### config.mk
export PLATFORM = sky130hd
export DESIGN_NAME = ddo_ctrl
export DESIGN_NICKNAME = d
export VERILOG_FILES = /design/src/hw/rtl/ddo_pkg.sv /design/src/hw/rtl/ddo_ctrl.sv
export SDC_FILE = /design/constraint.sdc
export NUM_CORES = 1
export LEC_CHECK = 0
export ABC_AREA = 1
export BUFFER_PORTS_ARGS = -buffer_cell sky130_fd_sc_hd__buf_2
export CAP_MARGIN = 20
export CELL_PAD_IN_SITES_DETAIL_PLACEMENT = 1
export CELL_PAD_IN_SITES_GLOBAL_PLACEMENT = 1
export CORE_MARGIN = 4
export CORE_UTILIZATION = 38
export DETAILED_ROUTE_END_ITERATION = 16
export PLACE_DENSITY_LB_ADDON = 0.25
export REMOVE_ABC_BUFFERS = 1
export SLEW_MARGIN = 15
export SYNTH_ARGS = -nofsm -noshare
export SYNTH_HDL_FRONTEND = slang
export SYNTH_SLANG_ARGS = --single-unit
### constraint.sdc
create_clock -name aclk -period 1.6 [get_ports aclk]
set_input_delay 0 -clock aclk [delete_from_list [all_inputs] [get_ports aclk]]
set_output_delay 0 -clock aclk [all_outputs]
set_load 0.02 [all_outputs]
### src/hw/rtl/ddo_pkg.sv
// Shared types, operation codes and constants of the differential drive odometry block.
// Used by ddo_ctrl, ddo_dp and differential_drive_odometry; depends on nothing.
`default_nettype none
package ddo_pkg;

    localparam int DIV_W  = 93;
    localparam int DEN_W  = 53;
    localparam int QUO_W  = 46;
    localparam int ACC_W  = 48;
    localparam int COR_W  = 33;
    localparam int CNT_W  = 7;

    localparam logic [31:0] TWO_PI_Q29 = 32'd3373259426;
    localparam logic signed [COR_W-1:0] CORDIC_X0 = 33'sd652032874;
    localparam logic [47:0] TRAVEL_MAX = 48'h7FFF_FFFF_FFFF;

    localparam logic [2:0] REG_LEFT_PPR    = 3'd0;
    localparam logic [2:0] REG_RIGHT_PPR   = 3'd1;
    localparam logic [2:0] REG_LEFT_RADIUS = 3'd2;
    localparam logic [2:0] REG_RIGHT_RADIUS = 3'd3;
    localparam logic [2:0] REG_WHEEL_BASE  = 3'd4;

    localparam logic [4:0] OP_NONE     = 5'd0;
    localparam logic [4:0] OP_CAPTURE  = 5'd1;
    localparam logic [4:0] OP_LOAD     = 5'd2;
    localparam logic [4:0] OP_W_MUL    = 5'd3;
    localparam logic [4:0] OP_W_DIVLD  = 5'd4;
    localparam logic [4:0] OP_DIV_STEP = 5'd5;
    localparam logic [4:0] OP_W_MULHI  = 5'd6;
    localparam logic [4:0] OP_W_MULLO  = 5'd7;
    localparam logic [4:0] OP_W_FIN    = 5'd8;
    localparam logic [4:0] OP_BASE_MUL = 5'd9;
    localparam logic [4:0] OP_T_DIVLD  = 5'd10;
    localparam logic [4:0] OP_T_FIN    = 5'd11;
    localparam logic [4:0] OP_COR_LD   = 5'd12;
    localparam logic [4:0] OP_COR_STEP = 5'd13;
    localparam logic [4:0] OP_COR_FIN  = 5'd14;
    localparam logic [4:0] OP_S_MULHI  = 5'd15;
    localparam logic [4:0] OP_S_MULLO  = 5'd16;
    localparam logic [4:0] OP_S_FIN    = 5'd17;
    localparam logic [4:0] OP_D_MULX   = 5'd18;
    localparam logic [4:0] OP_D_MULY   = 5'd19;
    localparam logic [4:0] OP_SQ_LD    = 5'd20;
    localparam logic [4:0] OP_SQ_STEP  = 5'd21;
    localparam logic [4:0] OP_OUT      = 5'd22;

    typedef struct packed {
        logic [4:0]       op;
        logic             sel;
        logic [CNT_W-1:0] idx;
    } ddo_cmd_t;

    typedef struct packed {
        logic action;
        logic out_free;
    } ddo_stat_t;

    typedef struct packed {
        logic [15:0] left_ppr;
        logic [15:0] right_ppr;
        logic [19:0] left_radius;
        logic [19:0] right_radius;
        logic [20:0] wheel_base;
    } ddo_cfg_t;

    function automatic logic [31:0] atan_val(input logic [4:0] i);
        logic [31:0] v;
        case (i)
            5'd0:  v = 32'd536870912;
            5'd1:  v = 32'd316933406;
            5'd2:  v = 32'd167458907;
            5'd3:  v = 32'd85004756;
            5'd4:  v = 32'd42667331;
            5'd5:  v = 32'd21354465;
            5'd6:  v = 32'd10679838;
            5'd7:  v = 32'd5340245;
            5'd8:  v = 32'd2670163;
            5'd9:  v = 32'd1335087;
            5'd10: v = 32'd667544;
            5'd11: v = 32'd333772;
            5'd12: v = 32'd166886;
            5'd13: v = 32'd83443;
            5'd14: v = 32'd41722;
            5'd15: v = 32'd20861;
            5'd16: v = 32'd10430;
            5'd17: v = 32'd5215;
            5'd18: v = 32'd2608;
            5'd19: v = 32'd1304;
            5'd20: v = 32'd652;
            5'd21: v = 32'd326;
            5'd22: v = 32'd163;
            5'd23: v = 32'd81;
            5'd24: v = 32'd41;
            5'd25: v = 32'd20;
            5'd26: v = 32'd10;
            5'd27: v = 32'd5;
            5'd28: v = 32'd3;
            5'd29: v = 32'd1;
            5'd30: v = 32'd1;
            default: v = 32'd0;
        endcase
        return v;
    endfunction

endpackage
`default_nettype wire

### src/hw/rtl/ddo_ctrl.sv
// Odometry sequencing state machine; uses ddo_pkg.
// Issues one op per cycle; stalls while output is full.
`default_nettype none
module ddo_ctrl #(
    parameter int PULSE_BITS   = 16,
    parameter int CORDIC_STEPS = 24
) (
    input  wire logic               aclk,
    input  wire logic               aresetn,
    input  wire logic               s_valid,
    output logic                    s_ready,
    input  wire ddo_pkg::ddo_stat_t stat,
    output ddo_pkg::ddo_cmd_t       cmd
);
    import ddo_pkg::*;

    localparam logic [4:0] S_IDLE  = 5'd0;
    localparam logic [4:0] S_DISP  = 5'd1;
    localparam logic [4:0] S_WMUL  = 5'd2;
    localparam logic [4:0] S_WDL   = 5'd3;
    localparam logic [4:0] S_WDIV  = 5'd4;
    localparam logic [4:0] S_WMH   = 5'd5;
    localparam logic [4:0] S_WML   = 5'd6;
    localparam logic [4:0] S_WFIN  = 5'd7;
    localparam logic [4:0] S_BASE  = 5'd8;
    localparam logic [4:0] S_TDL   = 5'd9;
    localparam logic [4:0] S_TDIV  = 5'd10;
    localparam logic [4:0] S_TFIN  = 5'd11;
    localparam logic [4:0] S_CLD   = 5'd12;
    localparam logic [4:0] S_CSTEP = 5'd13;
    localparam logic [4:0] S_CFIN  = 5'd14;
    localparam logic [4:0] S_SMH   = 5'd15;
    localparam logic [4:0] S_SML   = 5'd16;
    localparam logic [4:0] S_SFIN  = 5'd17;
    localparam logic [4:0] S_DMX   = 5'd18;
    localparam logic [4:0] S_DMY   = 5'd19;
    localparam logic [4:0] S_QLD   = 5'd20;
    localparam logic [4:0] S_QSTEP = 5'd21;
    localparam logic [4:0] S_OUT   = 5'd22;

    localparam logic [CNT_W-1:0] WDIV_LAST = CNT_W'(PULSE_BITS + 35);
    localparam logic [CNT_W-1:0] TDIV_LAST = CNT_W'(DIV_W - 1);
    localparam logic [CNT_W-1:0] COR_LAST  = CNT_W'(CORDIC_STEPS - 1);
    localparam logic [CNT_W-1:0] SQ_LAST   = CNT_W'(31);

    logic [4:0]       state_reg, state_next;
    logic [CNT_W-1:0] cnt_reg, cnt_next;
    logic             sel_reg, sel_next;

    always_ff @(posedge aclk) begin
        if (!aresetn) begin
            state_reg <= S_IDLE;
            cnt_reg   <= '0;
            sel_reg   <= 1'b0;
        end else begin
            state_reg <= state_next;
            cnt_reg   <= cnt_next;
            sel_reg   <= sel_next;
        end
    end

    always_comb begin
        state_next = state_reg;
        cnt_next   = cnt_reg;
        sel_next   = sel_reg;
        s_ready    = 1'b0;
        cmd.op     = OP_NONE;
        cmd.sel    = sel_reg;
        cmd.idx    = cnt_reg;
        unique case (state_reg)
            S_IDLE: begin
                s_ready = 1'b1;
                if (s_valid) begin
                    cmd.op     = OP_CAPTURE;
                    state_next = S_DISP;
                end
            end
            S_DISP: begin
                sel_next = 1'b0;
                if (stat.action) begin
                    cmd.op     = OP_LOAD;
                    state_next = S_DMX;
                end else begin
                    state_next = S_WMUL;
                end
            end
            S_WMUL: begin
                cmd.op     = OP_W_MUL;
                state_next = S_WDL;
            end
            S_WDL: begin
                cmd.op     = OP_W_DIVLD;
                cnt_next   = '0;
                state_next = S_WDIV;
            end
            S_WDIV: begin
                cmd.op   = OP_DIV_STEP;
                cnt_next = cnt_reg + 1'b1;
                if (cnt_reg == WDIV_LAST) begin
                    state_next = S_WMH;
                end
            end
            S_WMH: begin
                cmd.op     = OP_W_MULHI;
                state_next = S_WML;
            end
            S_WML: begin
                cmd.op     = OP_W_MULLO;
                state_next = S_WFIN;
            end
            S_WFIN: begin
                cmd.op = OP_W_FIN;
                if (!sel_reg) begin
                    sel_next   = 1'b1;
                    state_next = S_WMUL;
                end else begin
                    state_next = S_BASE;
                end
            end
            S_BASE: begin
                cmd.op     = OP_BASE_MUL;
                state_next = S_TDL;
            end
            S_TDL: begin
                cmd.op     = OP_T_DIVLD;
                cnt_next   = '0;
                state_next = S_TDIV;
            end
            S_TDIV: begin
                cmd.op   = OP_DIV_STEP;
                cnt_next = cnt_reg + 1'b1;
                if (cnt_reg == TDIV_LAST) begin
                    state_next = S_TFIN;
                end
            end
            S_TFIN: begin
                cmd.op     = OP_T_FIN;
                state_next = S_CLD;
            end
            S_CLD: begin
                cmd.op     = OP_COR_LD;
                cnt_next   = '0;
                state_next = S_CSTEP;
            end
            S_CSTEP: begin
                cmd.op   = OP_COR_STEP;
                cnt_next = cnt_reg + 1'b1;
                if (cnt_reg == COR_LAST) begin
                    state_next = S_CFIN;
                end
            end
            S_CFIN: begin
                cmd.op     = OP_COR_FIN;
                sel_next   = 1'b0;
                state_next = S_SMH;
            end
            S_SMH: begin
                cmd.op     = OP_S_MULHI;
                state_next = S_SML;
            end
            S_SML: begin
                cmd.op     = OP_S_MULLO;
                state_next = S_SFIN;
            end
            S_SFIN: begin
                cmd.op = OP_S_FIN;
                if (!sel_reg) begin
                    sel_next   = 1'b1;
                    state_next = S_SMH;
                end else begin
                    state_next = S_DMX;
                end
            end
            S_DMX: begin
                cmd.op     = OP_D_MULX;
                state_next = S_DMY;
            end
            S_DMY: begin
                cmd.op     = OP_D_MULY;
                state_next = S_QLD;
            end
            S_QLD: begin
                cmd.op     = OP_SQ_LD;
                cnt_next   = '0;
                state_next = S_QSTEP;
            end
            S_QSTEP: begin
                cmd.op   = OP_SQ_STEP;
                cnt_next = cnt_reg + 1'b1;
                if (cnt_reg == SQ_LAST) begin
                    state_next = S_OUT;
                end
            end
            S_OUT: begin
                if (stat.out_free) begin
                    cmd.op     = OP_OUT;
                    state_next = S_IDLE;
                end
            end
            default: begin
                state_next = S_IDLE;
            end
        endcase
    end

    a_wdiv_bound: assert property (@(posedge aclk) disable iff (!aresetn)
        (state_reg == S_WDIV) |-> (cnt_reg <= WDIV_LAST))
        else $error("wheel division ran past its last step");
    a_cor_bound: assert property (@(posedge aclk) disable iff (!aresetn)
        (state_reg == S_CSTEP) |-> (cnt_reg <= COR_LAST))
        else $error("rotation steps ran past the configured count");
    a_accept: assert property (@(posedge aclk) disable iff (!aresetn)
        (s_valid && s_ready) |=> (state_reg == S_DISP))
        else $error("accepted item was not dispatched");
    a_out: assert property (@(posedge aclk) disable iff (!aresetn)
        (state_reg == S_OUT && stat.out_free) |=> (state_reg == S_IDLE))
        else $error("result was not handed over when the output was free");

endmodule
`default_nettype wire

; ---- After elaboration in Yosys (flattened, before gate mapping)
; Cells that the tools add are included.
; W data, S select, Z words.
[word_totals]
reg_bits = 13
input_bits = 5
[op_classes]
add_sub_neg = 1
n_eq_ne = 32
reduce_logical = 9
n_mux = 17
[ops]
columns = op, n
row1 = $pmux W5 S23, 1
row2 = $pmux W5 S22, 1
row3 = $mux W5, 9
row4 = $eq A5 B4 Y1 const B, 8
row5 = $eq A5 B5 Y1 const B, 7
row6 = $eq A5 B3 Y1 const B, 4
row7 = $eq A7 B5 Y1 const B, 2
row8 = $pmux W7 S2, 1
row9 = $ne A2 B2 Y1 const B, 6
row10 = $eq A5 B2 Y1 const B, 2
row11 = $reduce_or A4 Y1, 2
row12 = $add A7 B1 Y7 const B, 1
row13 = $eq A7 B6 Y1 const B, 1
row14 = $eq A7 B7 Y1 const B, 1
row15 = $reduce_and A6 Y1, 1
row16 = $reduce_or A2 Y1, 3
row17 = $eq A5 B1 Y1 const B, 1
row18 = $logic_not A5 Y1, 1
row19 = $mux W4, 1
row20 = $reduce_bool A2 Y1, 2
row21 = $mux W1, 2
row22 = $mux W2, 1
row23 = $pmux W1 S2, 1

; ---- Depth between registers and ports, before layout
; Gate-level depths: netlist of run 1.
[logic_depth]
ltp_word = 3
ltp_mapped = 11

; ---- Worst setup path after synthesis of run 1
; No wires, ideal clock.
[synth_path]
path_kind = register to register
from = register cnt_reg[1]
to = register state_reg[4]
stages_incl_launch_ff = 11
path_slack_ps = 71
arrival_ps = 1413
required_ps = 1484
synth_period_minus_slack_ps = 1529
path_cell_list = dfxtp_1 -> ha_1 -> inv_1 -> nor2_1 -> nand2_1 -> nand2_1 -> inv_1 -> nor2_1 -> nand2_2 -> nor2_1 -> nor2_1
[synth_via]
elab_chain_cells = 3
elab_cells_between_ends = 9
[synth_rtl]
columns = item, line
row1 = "start, declared", ddo_ctrl.sv:47  ; logic [CNT_W-1:0] cnt_reg, cnt_next;
row2 = "start signal, assigned", ddo_ctrl.sv:57  ; cnt_reg <= cnt_next;
row3 = "$eq A7 B5 Y1, or another cell as far along", ddo_ctrl.sv:190  ; if (cnt_reg == SQ_LAST) begin
row4 = $ne A2 B2 Y1 (no source line), -
row5 = $reduce_and A6 Y1 (no source line) *, -
row6 = "end signal, assigned", ddo_ctrl.sv:56  ; state_reg <= state_next;
row7 = "end, declared", ddo_ctrl.sv:46  ; logic [4:0] state_reg, state_next;
; Mark *: on every way between the ends. The rest lies on a longest branch, timed or not.
; A chain may end at the register's enable or synchronous reset.

==> summary.md, run 1 <==
| Metric | Value |
|---|---|
| Status | `complete, but fails checks` |
| Failing checks | `negative setup slack` |
| Worst vdd ir | `1070 µV` |
| Fmax | `622 MHz` |
| Avg Inst Size Synth | `5.60 µm²` |
| Core Util, Final | `0.601` |
| Setup ws final | `-7.68 ps` |
| Area Overhead vs Synth | `47.1%` |
| Yosys reg bits | `13` |
| Top-count cell post-synth | `nand2_1` |
| Final ANT Viol Nets | `0` |
| CTS root buffer | `clkbuf_4` |
| DPL Wire Length | `3660 µm` |
| Synth Instances | `230` |
| Die area | `4380 µm²` |
| Startpoint types | `flip-flop` |
| DRT iter0 DRCs | `102` |
| Syn. warnings | `0` |
| Async set or reset register ratio after synthesis | `0` |
| Unrepaired setup endpoints after global routing | `yes` |
| Reg2reg end | `state_reg[2]` |
| Placer congestion estimate | `0.999` |
| Max FO, Critical Path | `8` |
| # setup viols final | `2` |
| Die Y | `66.2 µm` |
| Nets@finish | `275` |
| Part of the Yosys area used for sequential elements | `0.202` |
| Period minus WS final | `1610 ps` |
| Layout cells sized above 1 | `0.457` |
| Worst hold path startpoint | `aresetn` |
| Clock sink count | `13` |
| Initial antenna violation count | `0` |
| Critical path type | `flip-flop to primary output` |
| Least-Margin Pin Slew | `326 ps` |
| WL final | `5540 µm` |
| Area contributors post-synth | `dfxtp_1 (20%), nand2_1 (18%), nor2_1 (13%), nand3_1 (7.8%), inv_1 (5.8%)` |
| Cell leakage power | `0.000883 µW` |
| CTS Buf Count | `3` |
| Most frequent cells after synthesis | `nand2_1 (61), nor2_1 (43), inv_1 (20), nand3_1 (20), a21oi_1 (14)` |
| Total GRT Usage | `0.230` |
| H-tree depth | `1` |
| PwrDens | `1640 nW/µm²` |
| Number of flops mapped to enable cells by yosys | `0` |
| WHS Path Cells | `3` |
| Max reg flops | `7` |
| Core footprint | `3150 µm²` |
| Total negative slack | `-9.29 ps` |
| Layout Skew | `0.816 ps` |
| ANT cells | `0` |
| Drt first pass iters | `4` |
| Post-synthesis cell area | `1290 µm²` |
| CP arrival | `1610 ps` |
| Worst R2R Setup Slack | `50 ps` |
| Clock transition at the registers of the reported paths | `80 ps` |
| Final Hold Fails | `0` |
| CP required | `1600 ps` |
| CTS max path bufs | `2` |
| DRC | `0` |
| Remaining global-route overflow | `0` |
| Final Cell Area | `1890 µm²` |
| Starting Density | `0.408` |
| IO Port Bufs | `18` |
| Worst Hold Path EP | `state_reg[0]` |
| Die X | `66.2 µm` |
| Worst Hold Class | `input port to flip-flop` |
| Max Slew Vio Count | `0` |
| Number of core rows | `20` |
| Cell taking the most area after synthesis | `dfxtp_1` |
| Fill count | `453` |
| Vias | `1,719` |
| Synth cell types | `26` |
| Wire length per cell | `17.8 µm` |
| Clk Latency, worst-skew pair | `280 ps` |
| Avg Vias per Cell | `5.53` |
| Most common flop cell mapped by yosys | `dfxtp_1` |
| Reg-to-Reg Start | `state_reg[0]` |
| Synth top area share | `0.202` |
| Worst r2r path cells | `9` |
| CTS tree | `built` |
| IO Count | `19` |
| Area after DPL | `1500 µm²` |
| Vias in the first global route | `1,671` |
| Period utilization | `1.00` |
| First-pass GRT wire length | `7820 µm` |
| Largest net degree at the start of global routing | `10` |
| Max-cap check violation count | `0` |
| Worst slew margin | `0.781` |
| Critical Path Sink Type | `primary output` |
[through the flow]
step                      hold WS, ps  power, µW  cells  worst slack (ps)
after floorplan                   136       1590    227              70.8
after global placement            304       2140    300              36.0
after detailed placement          316       2170    300              15.7
after CTS                        8.49       2520    308             -3.51
after global routing             13.6       3300    311              -108
final                            11.6       3110    311             -7.68
[per-layer routing]
| metal | track usage | wire, µm | up-vias |
|---|---|---|---|
| met5 | 0 | 0 | - |
| met4 | 0.0406 | 117 | 0 |
| met3 | 0.0493 | 290 | 12 |
| met2 | 0.385 | 2650 | 50 |
| met1 | 0.304 | 2490 | 839 |
| li1 | - | - | 818 |
[critical path, cell delays in order (launching register included)]
cell	delay, ps
dfxtp_4	450
nand2_2	110
nor2_1	210
nand2_2	130
nand2_2	130
nor2_2	70
nand3_1	80
buf_4	140
[placed cells by master, fill, tap and decap left out, types with 4 or more instances in the layout]
| cell type | instances |
|---|---|
| dfxtp_4 | 5 |
| nand3_1 | 14 |
| inv_2 | 5 |
| nand2_2 | 18 |
| a21oi_1 | 10 |
| inv_1 | 17 |
| nor3_1 | 5 |
| buf_6 | 5 |
| buf_2 | 13 |
| nor2_1 | 30 |
| nor2_2 | 9 |
| nor2_4 | 13 |
| inv_4 | 5 |
| o21ai_0 | 6 |
| a21oi_2 | 5 |
| buf_4 | 18 |
| nand2_1 | 48 |
| nand3_2 | 4 |
| nand3_4 | 4 |
| dfxtp_1 | 6 |
[how the worst max path moves through the flow]
stage | depth (start not counted) | startpoint | to | slack [ps]
finish | 7 | state_reg[1] | cmd[12] | -8
global route | 7 | state_reg[2] | cmd[9] | -110
CTS | 8 | state_reg[1] | cmd[11] | -4
global placement | 8 | state_reg[1] | cnt_reg[5] | 40
detailed placement | 8 | state_reg[1] | cnt_reg[1] | 20
floorplan | 10 | cnt_reg[1] | state_reg[4] | 70
[kinds of logic (layout without fill, tap and decap cells)]
logic type	count (synthesis)	count (layout)	synth area share
compound gates	25	25	0.105
buf+inv	33	70	0.103
flops	13	13	0.202
fa+ha+maj	2	2	0.0194
simple gates	156	156	0.564
xor+xnor	1	1	0.00680
[what timing repair did]
action | CTS | global route
buffers inserted | 4 | 4
gates cloned | 0 | 0
pin swaps | 2 | 12
gates resized for setup | 20 | 75
hold buffers | 0 | 0
setup endpoints to repair | 7 | 15
[final cells by class]
class                           count  area [µm²]  share of cell area
Clock buffer                        3        22.5              0.0119
Clock inverter                      1        5.00             0.00264
Inverter                           30         130              0.0687
Multi-Input combinational cell    184        1140               0.604
Sequential cell                    13         282               0.149
Tap cell                           44        55.1              0.0291
Timing Repair Buffer               36         256               0.135
[where the power goes]
group	internal, µW	switching (µW)	leakage (µW)	total [µW]
sequential	420	163	0.000110	583
combinational	857	1460	0.000756	2320
clock	92.8	115	0.0000177	208
total	1370	1740	0.000883	3110
(Power assumes the default switching activity.)
==> inputs of run 2 (changes only) <==
--- a/config.mk
+++ b/config.mk
@@ -5,16 +5,14 @@
 export SDC_FILE = /design/constraint.sdc
 export NUM_CORES = 1
 export LEC_CHECK = 0
-export ABC_AREA = 1
 export BUFFER_PORTS_ARGS = -buffer_cell sky130_fd_sc_hd__buf_2
 export CAP_MARGIN = 20
 export CELL_PAD_IN_SITES_DETAIL_PLACEMENT = 1
 export CELL_PAD_IN_SITES_GLOBAL_PLACEMENT = 1
 export CORE_MARGIN = 4
-export CORE_UTILIZATION = 38
+export CORE_UTILIZATION = 40
 export DETAILED_ROUTE_END_ITERATION = 16
 export PLACE_DENSITY_LB_ADDON = 0.25
-export REMOVE_ABC_BUFFERS = 1
 export SLEW_MARGIN = 15
 export SYNTH_ARGS = -nofsm -noshare
 export SYNTH_HDL_FRONTEND = slang
==> summary.md, run 2 <==
| Metric | Value |
|---|---|
| Status | `complete, but fails checks` |
| Failing checks | `negative setup slack` |
| Routing usage on met1 | `0.291 (-0.0130)` |
| Cts hold-fix bufs | `0 (unchanged)` |
| Worst Hold Class | `input port to flip-flop` |
| Die X | `62.9 µm (-5.0%)` |
| Clock transition at the registers of the reported paths | `100 ps (+20 ps)` |
| Die Y | `62.9 µm (-5.0%)` |
| CTS tree | `built` |
| Most common flop cell mapped by yosys | `dfxtp_1` |
| Synth Instances | `162 (-30%)` |
| Starting Density | `0.426 (+0.0176)` |
| Period minus WS final | `1750 ps (+143 ps)` |
| IO Port Bufs | `18 (unchanged)` |
| DRC | `0 (unchanged)` |
| Area contributors post-synth | `dfxtp_1 (22%), a21oi_1 (5.0%), o21ai_0 (4.2%), nor2_1 (3.4%), or4_1 (3.1%)` |
| Multi-input logic area | `992 µm² (-13%)` |
| Vias | `1,613 (-6.2%)` |
| Top-count cell post-synth | `dfxtp_1` |
| Number of core rows | `19 (-5.0%)` |
| Post-synthesis cell area | `1200 µm² (-6.4%)` |
| Critical path type | `flip-flop to flip-flop` |
| Async set or reset register ratio after synthesis | `0 (unchanged)` |
| Number of flops mapped to enable cells by yosys | `0 (unchanged)` |
| Initial antenna violation count | `0 (unchanged)` |
| Dpl cells | `231 (-23%)` |
| Commonest non-fill, non-tap cell in the layout | `buf_4` |
| Fill count | `336 (-26%)` |
| Layout Skew | `3.13 ps (+2.31 ps)` |
| Synth cell types | `56 (+120%)` |
| Busiest layer in global routing | `met2` |
| Worst setup startpoint | `cnt_reg[1]` |
| Startpoint types | `flip-flop` |
| Max reg flops | `7 (unchanged)` |
| Worst r2r path cells | `6 (-3)` |
| Max FO, Critical Path | `4 (-4)` |
| DPL Wire Length | `3380 µm (-7.7%)` |
| CTS max path bufs | `2 (unchanged)` |
| WL final | `5840 µm (+5.2%)` |
| IO Count | `19 (unchanged)` |
| Worst R2R Setup Slack | `-150 ps (-200 ps)` |
| Critical Path Sink Type | `flip-flop` |
| Final ANT Viol Nets | `0 (unchanged)` |
| Most frequent cells after synthesis | `dfxtp_1 (13), a21oi_1 (12), nor2_1 (11)` |
| Syn. warnings | `0 (unchanged)` |
| # setup viols final | `14 (+12)` |
| M2 GR Usage | `0.527 (+0.142)` |
| Max Slew Vio Count | `0 (unchanged)` |
| Leading cell types in the layout, fill and taps excluded | `buf_4 (38), buf_2 (16), nor2_1 (11)` |
| CTS root buffer | `clkbuf_4` |
| Max-cap check violation count | `0 (unchanged)` |
| Cell taking the most area after synthesis | `dfxtp_1` |
| Fmax | `571 MHz (-8.1%)` |
| CTS Buf Count | `3 (unchanged)` |
| Worst slew margin | `0.753 (-0.0281)` |
| Nets@finish | `221 (-20%)` |
| Clk Latency, worst-skew pair | `290 ps (about the same)` |
| Unrepaired setup endpoints after global routing | `yes` |
| Part of the Yosys area used for sequential elements | `0.216 (+0.0139)` |
| PwrDens | `1650 nW/µm² (+0.23%)` |
| First-pass GRT wire length | `8610 µm (+10%)` |
| Final Hold Fails | `0 (unchanged)` |
| WHS | `83.6 ps (+72.0 ps)` |
| Placer congestion estimate | `0.886 (-11%)` |
| Avg Vias per Cell | `6.61 (+20%)` |
| Post-synthesis net count | `169` |
| Critical path capture point | `state_reg[0]` |
| Layout cells sized above 1 | `0.493 (+0.0360)` |
| Worst vdd ir | `693 µV (-35%)` |
| Die area | `3950 µm² (-9.8%)` |
| Core Util, Final | `0.649 (+0.0485)` |
| Reg2reg end | `state_reg[0]` |
| Clock sink count | `13 (unchanged)` |
| Setup ws final | `-150 ps (-143 ps)` |
| CP required | `1780 ps (+180 ps)` |
| ANT cells | `0 (unchanged)` |
| Yosys reg bits | `13 (unchanged)` |
| Reg-to-Reg Start | `cnt_reg[1]` |
| Largest net degree at the start of global routing | `16 (+6)` |
| DRT iter0 DRCs | `145 (+42%)` |
| Area Overhead vs Synth | `52.4%` |
| Least-Margin Pin Slew | `369 ps (+43.3 ps)` |
| GR Layer Usage met3 | `0.0396 (-0.00975)` |
| CP arrival | `1930 ps (+320 ps)` |
| Period utilization | `1.09 (+0.0891)` |
| Vias in the first global route | `1,671 (unchanged)` |
| Cell leakage power | `0.000760 µW (-14%)` |
| Remaining global-route overflow | `0 (unchanged)` |
| H-tree depth | `1 (unchanged)` |
| Synth top area share | `0.216 (+0.0139)` |
| Total negative slack | `-1220 ps (-1210 ps)` |
| Core footprint | `2830 µm² (-10%)` |
| Avg Inst Size Synth | `7.44 µm² (+33%)` |
| Final Non-Filler Cells | `244 (-22%)` |
| Total GRT Usage | `0.276 (+0.0461)` |
| Drt first pass iters | `4 (unchanged)` |
| Wire length per cell | `23.9 µm (+34%)` |
| FF+latch area | `288 µm² (+2.2%)` |
| Setup WS pre-CTS | `-129 ps (-144 ps)` |
## run 2: through the flow
stage	area (µm²)	power, µW
floorplan	1230	1580
global placement	1530	2160
detailed placement	1530	2230
CTS	1690	2640
global route	1840	3180
finish	1840	3020
## run 2: kinds of logic after synthesis
family | Yosys count | share of synthesized area
and+or+nand+nor | 58 | 0.272
xor gates and xnor gates | 2 | 0.0145
DFF | 13 | 0.216
buffers and inverters | 24 | 0.0955
AOI/OAI and AO/OA | 59 | 0.347
muxes | 4 | 0.0343
adders and majority gates | 2 | 0.0208
## run 2: how the worst min path moves through the flow
stage | start | endpoint | cells after the start
floorplan | aresetn | cnt_reg[1] | 2
global placement | aresetn | state_reg[0] | 2
detailed placement | aresetn | state_reg[0] | 2
CTS | aresetn | state_reg[0] | 2
global route | aresetn | state_reg[0] | 2
finish | aresetn | state_reg[0] | 2
## run 2: repair_timing
action                     4_1_cts  5_1_grt
gates resized for setup         24       28
setup endpoints to repair       16       16
buffers inserted                 7        3
pin swaps                       12        7
## run 2: cell type report
type                    instances  share of cell area
multi-input cells             125               0.540
clock buffers                   4              0.0143
repair buffers                 61               0.246
inverters                      10              0.0218
flip-flops and latches         13               0.157
well taps                      31              0.0211
## run 2: report_power, final
group | switching [µW] | internal [µW]
combinational | 1190 | 1090
clock | 130 | 96.9
sequential | 115 | 403
## run 2: critical path, stage by stage, from the launching register on
cell and delay (ps):
dfxtp_4 390, ha_4 130, and4bb_2 280, nand3b_1 140
a221oi_4 300, nand2_2 110, o311a_1 300
## run 2: layer usage
metal | share of wire | up-vias
met4 | 0.045 | 0
met1 | 0.38 | 787
met2 | 0.51 | 85
met5 | 0 | -
met3 | 0.060 | 30
li1 | - | 711
